==> config.mk <==
export PLATFORM = sky130hd
export DESIGN_NAME = tcw_ctrl
export DESIGN_NICKNAME = d
export VERILOG_FILES = /design/src/tcw_pkg.sv /design/src/tcw_ctrl.sv
export SDC_FILE = /design/constraint.sdc
export NUM_CORES = 1
export LEC_CHECK = 0
export BUFFER_PORTS_ARGS = -buffer_cell sky130_fd_sc_hd__buf_2
export CORE_AREA = 2 2 39 41
export CTS_CLUSTER_SIZE = 25
export DETAILED_ROUTE_END_ITERATION = 12
export DIE_AREA = 0 0 41 43
export MAX_ROUTING_LAYER = met4
export PLACE_DENSITY = 0.51
export SKIP_LAST_GASP = 1
export SLEW_MARGIN = 20
export SYNTH_ARGS = -nofsm -noshare
export SYNTH_HDL_FRONTEND = slang
export SYNTH_SLANG_ARGS = --single-unit
==> constraint.sdc <==
create_clock -name clock -period 1.91 [get_ports clock]
set_input_delay 0.0955 -clock clock [delete_from_list [all_inputs] [get_ports clock]]
set_output_delay 0.0955 -clock clock [all_outputs]
set_load 0.02 [all_outputs]
==> src/tcw_pkg.sv <==
`timescale 1ns / 1ps
`default_nettype none
// ----------------------------------------------------------------------------
// tcw_pkg
// Shared types, codes and constants of the text console writer.
// ----------------------------------------------------------------------------
package tcw_pkg;

   localparam int TCW_ROWS = 25;
   localparam int TCW_COLS = 80;

   localparam int CMD_W  = 2;
   localparam int CHAR_W = 8;
   localparam int CROW_W = 5;
   localparam int CCOL_W = 7;

   typedef enum logic [CMD_W-1:0] {
      CMD_PUT   = 2'd0,
      CMD_CLEAR = 2'd1,
      CMD_READ  = 2'd2
   } tcw_cmd_type;

   localparam logic [CHAR_W-1:0] CH_CR    = 8'h0D;
   localparam logic [CHAR_W-1:0] CH_LF    = 8'h0A;
   localparam logic [CHAR_W-1:0] CH_SPACE = 8'h20;

   // commands from the controller to the datapath
   typedef struct packed {
      logic accept;
      logic sweep_clear;
      logic sweep_copy;
      logic load_rsp;
   } tcw_ctrl_type;

   // status from the datapath to the controller
   typedef struct packed {
      logic is_clear;
      logic is_scroll;
      logic clear_last;
      logic copy_last;
   } tcw_stat_type;

endpackage
`default_nettype wire

==> src/tcw_ctrl.sv <==
`timescale 1ns / 1ps
`default_nettype none
// ----------------------------------------------------------------------------
// tcw_ctrl
// Sequencer: accepts one word, runs clear or scroll sweeps, hands out result.
// ----------------------------------------------------------------------------
module tcw_ctrl import tcw_pkg::*; (
   input  wire logic         clock,
   input  wire logic         reset,
   input  wire logic         req_valid,
   output logic              req_ready,
   output logic              rsp_valid,
   input  wire logic         rsp_ready,
   input  wire tcw_stat_type stat,
   output tcw_ctrl_type      ctrl
);

   typedef enum logic [2:0] {
      ST_INIT,
      ST_IDLE,
      ST_CLEAR,
      ST_SCROLL,
      ST_RESP
   } state_type;

   state_type state_ff, state_in;
   logic      rsp_valid_ff, rsp_valid_in;
   logic      accept;
   logic      load;

   assign req_ready = (state_ff == ST_IDLE);
   assign accept    = req_valid && req_ready;
   assign load      = (state_ff == ST_RESP) && (!rsp_valid_ff || rsp_ready);

   assign ctrl.accept      = accept;
   assign ctrl.sweep_clear = (state_ff == ST_INIT) || (state_ff == ST_CLEAR);
   assign ctrl.sweep_copy  = (state_ff == ST_SCROLL);
   assign ctrl.load_rsp    = load;

   always_comb begin
      state_in = state_ff;
      case (state_ff)
         ST_INIT: begin
            if (stat.clear_last) state_in = ST_IDLE;
         end
         ST_IDLE: begin
            if (accept) begin
               if (stat.is_clear)       state_in = ST_CLEAR;
               else if (stat.is_scroll) state_in = ST_SCROLL;
               else                     state_in = ST_RESP;
            end
         end
         ST_CLEAR: begin
            if (stat.clear_last) state_in = ST_RESP;
         end
         ST_SCROLL: begin
            if (stat.copy_last) state_in = ST_RESP;
         end
         ST_RESP: begin
            if (load) state_in = ST_IDLE;
         end
         default: state_in = ST_INIT;
      endcase
   end

   always_comb begin
      rsp_valid_in = rsp_valid_ff;
      if (load)           rsp_valid_in = 1'b1;
      else if (rsp_ready) rsp_valid_in = 1'b0;
   end

   always_ff @(posedge clock) begin
      if (reset) begin
         state_ff     <= ST_INIT;
         rsp_valid_ff <= 1'b0;
      end else begin
         state_ff     <= state_in;
         rsp_valid_ff <= rsp_valid_in;
      end
   end

   assign rsp_valid = rsp_valid_ff;

endmodule
`default_nettype wire

==> results.md <==
* Register area at roughly 80 sq um
* Die Y at around 43 um
* TritonCTS buffer count at 3
* Initial Util at 20.71%
* Sw Ratio at between 20 and 30%
* CP Launch Point: state_ff[2]
* CP Launch Type: register
* Post-route ant nets at 0
* CTS root buffer: clkbuf_4
* Vias per cell at 4.367
* Footprint of the multi-input gates at 171.4 sq um
* Post-CTS setup buffers at 0
* Crit-path max cell delay at ~0.42 ns
* Area delta synth->final at 26.64%
* Core Util, Final at 26.22%
* First-pass GRT wire length at approximately 900 um
* Fmax at roughly 0.67 GHz
* Met1 usage at about a tenth
* Pwr dens at around 730 nW/um^2
* Final wirelength at around 600 um
* Vias in the first global route at 227
* Clock Sinks at 4
* Slew Limit Fails at 0
* Status: complete, no violations
* Cts repair resizes at 0
* Yosys warnings at 0
* Core box area at ~1400 sq um
* PortBufs at 13
* Reg clk slew, reported paths at ~0.040 ns
* GRT Overall Usage at under 10%
* CP max FO at 8
* #FFs+latches synth at 4
* Worst-path cell chain: or3b_4, nor2b_2, buf_2
* Fillers at between 100 and 150
* Drt first pass iters at 2
* Dpl ws at between 0.6 and 0.7 ns
* Routed len/inst at roughly 10 um
* Req. time, crit path at approximately 1.8 ns
* Most frequent cells in the layout: buf_2, nor2_1, a21oi_1, dfxtp_1, clkbuf_4
* Average cell area after synthesis at 8.954 sq um
* Drt drc at 0
* GPL Wtd Cong at 0.6122
* Internal power at approximately 0.19 mW
* Maximum vdd drop at ~0.26 mV
* Total grt overflow at 0
* Library cells used by synthesis at 21
* Relative slew slack at 79.30%
* Tmin final at around 1.5 ns
* DIE AREA at around 1800 sq um
* Initial antenna violation count at 0
* Most common cell after layout, fill and taps aside: buf_2
* RR Startpoint: state_ff[2]
* Worst Path Arrival at between 1 and 1.5 ns
* Mapped Nets at 40
* Leakage at between 0.15 and 0.2 nW
* Worst hold path class: input port to register
* Psw at about 0.077 mW
* CP Capture Type: output port
* Slew @ Worst Pin at 0.3101 ns
* Clk pwr share at between 40% and 50%
* Final Hold Slack at ~0.083 ns
* H-tree level count at 1
* Initial drt markers at 2
* Min-delay src: reset
* Sum Neg Setup Slack at 0 ns
* # hold bufs at CTS at 0
* Number of max-cap violations at 0
* Share of layout cells above drive strength 1 at between 40% and 50%
* Seq/Total Area, Yosys at between 20% and 30%
* Post-Synthesis Cells at 32
* Fin worst setup slack at around 0.41 ns
* Ratio of final minimum period to clock period at a little under 80%
* Width of the die at 41 um
* Most Crowded Layer GR: met2
* Worst Clk Skew at between 0.003 and 0.004 ns
* Comb pwr share at between 20% and 30%
* RSZ-0062 raised after global routing: no
* Total number of vias at roughly 260
* Fin. Hold Viols at 0
* Grt met2 use at 10.63%
* Longest Clk Path Bufs at 2
* I/O pins at 14
* CTS tree: done
* Met3 Usage GRT at under 10%
* Nets at 54
* Slowest CP cell: dfxtp_1
* Row cnt at 14
* Endpoints failing setup at 0
* Reg power frac at 37.4%
* Mapped Area at about 290 sq um
* Largest net degree at the start of global routing at 11
* Ant diodes at 0
* Critical path class: register to output port
* Worst skew pair latency at ~0.24 ns
==> Yosys cell counts <==
| master | n | area, sq um |
|---|---|---|
| nand2b_1 | 1 | 6.260 |
| nor3b_1 | 1 | 7.510 |
| buf_6 | 1 | 11.26 |
| and3b_2 | 1 | 10.01 |
| nor2_1 | 4 | 15.01 |
| or3b_4 | 1 | 11.26 |
| a21oi_1 | 4 | 20.02 |
| o41ai_1 | 1 | 8.760 |
| buf_4 | 2 | 15.01 |
| dfxtp_1 | 4 | 80.08 |
| nor2b_2 | 1 | 8.760 |
| buf_2 | 1 | 5.000 |
| nand2b_4 | 1 | 13.76 |
| and4bb_2 | 1 | 12.51 |
| inv_1 | 1 | 3.750 |
| nand3b_1 | 1 | 7.510 |
| o221a_1 | 1 | 11.26 |
| or3_1 | 1 | 6.260 |
| a21o_1 | 1 | 7.510 |
| mux2i_1 | 2 | 20.02 |
| o21ai_0 | 1 | 5.000 |
==> through the flow <==
stage                     total power, mW  instances  instance area (sq um)
after floorplan                    0.1415         32                  286.5
after global placement             0.1575         57                  340.3
after detailed placement           0.1573         57                  340.3
after CTS                          0.2713         60                  362.8
after global routing               0.2861         60                  362.8
final                              0.2641         60                  362.8
==> metal layers <==
metal	vias to the layer above	wire (um)
li1	138	-
met2	11	256
met3	0	55
met1	113	289
met4	0	0
met5	-	0
==> state kept, by name, summed over array words and instances (netlist names) <==
signal	cells
rsp_valid	1
state_ff	3
==> power groups by stage <==
stage | logic [mW] | clock network [mW] | registers (mW)
detailed placement | 0.0567 | 0 | 0.101
CTS | 0.0570 | 0.115 | 0.0991
finish | 0.0561 | 0.109 | 0.0989
floorplan | 0.0487 | 0 | 0.0927
global placement | 0.0568 | 0 | 0.101
global route | 0.0607 | 0.125 | 0.100
==> path summary, 6_finish.rpt <==
check	end	slack, ns	depth (start not counted)
min reg2reg	rsp_valid	0.50	2
max	ctrl[0]	0.41	3
max reg2reg	state_ff[2]	0.60	3
min	rsp_valid	0.08	2
==> kinds of logic (layout without fill, tap and decap cells) <==
group           after synthesis  after routing  share of synthesized area (%)
mux                           2              2                          6.987
buf+inv                       5             17                          12.22
compound gates                8              8                          18.34
flops                         4              4                          27.95
simple gates                 13             13                          34.50
==> critical path, delay by kind of cell (launching register included) <==
family        cells  cell delay [ns]
flops             1             0.42
buf+inv           1             0.18
simple gates      2             0.56
==> area by class of cell <==
| type | count | area share (%) |
|---|---|---|
| Inverter | 1 | 1.034 |
| Clock buffer | 3 | 6.207 |
| Sequential cell | 4 | 22.07 |
| Multi-Input combinational cell | 23 | 47.24 |
| Timing Repair Buffer | 13 | 17.93 |
| Tap cell | 16 | 5.517 |
Power figures use the tool's default switching activity.
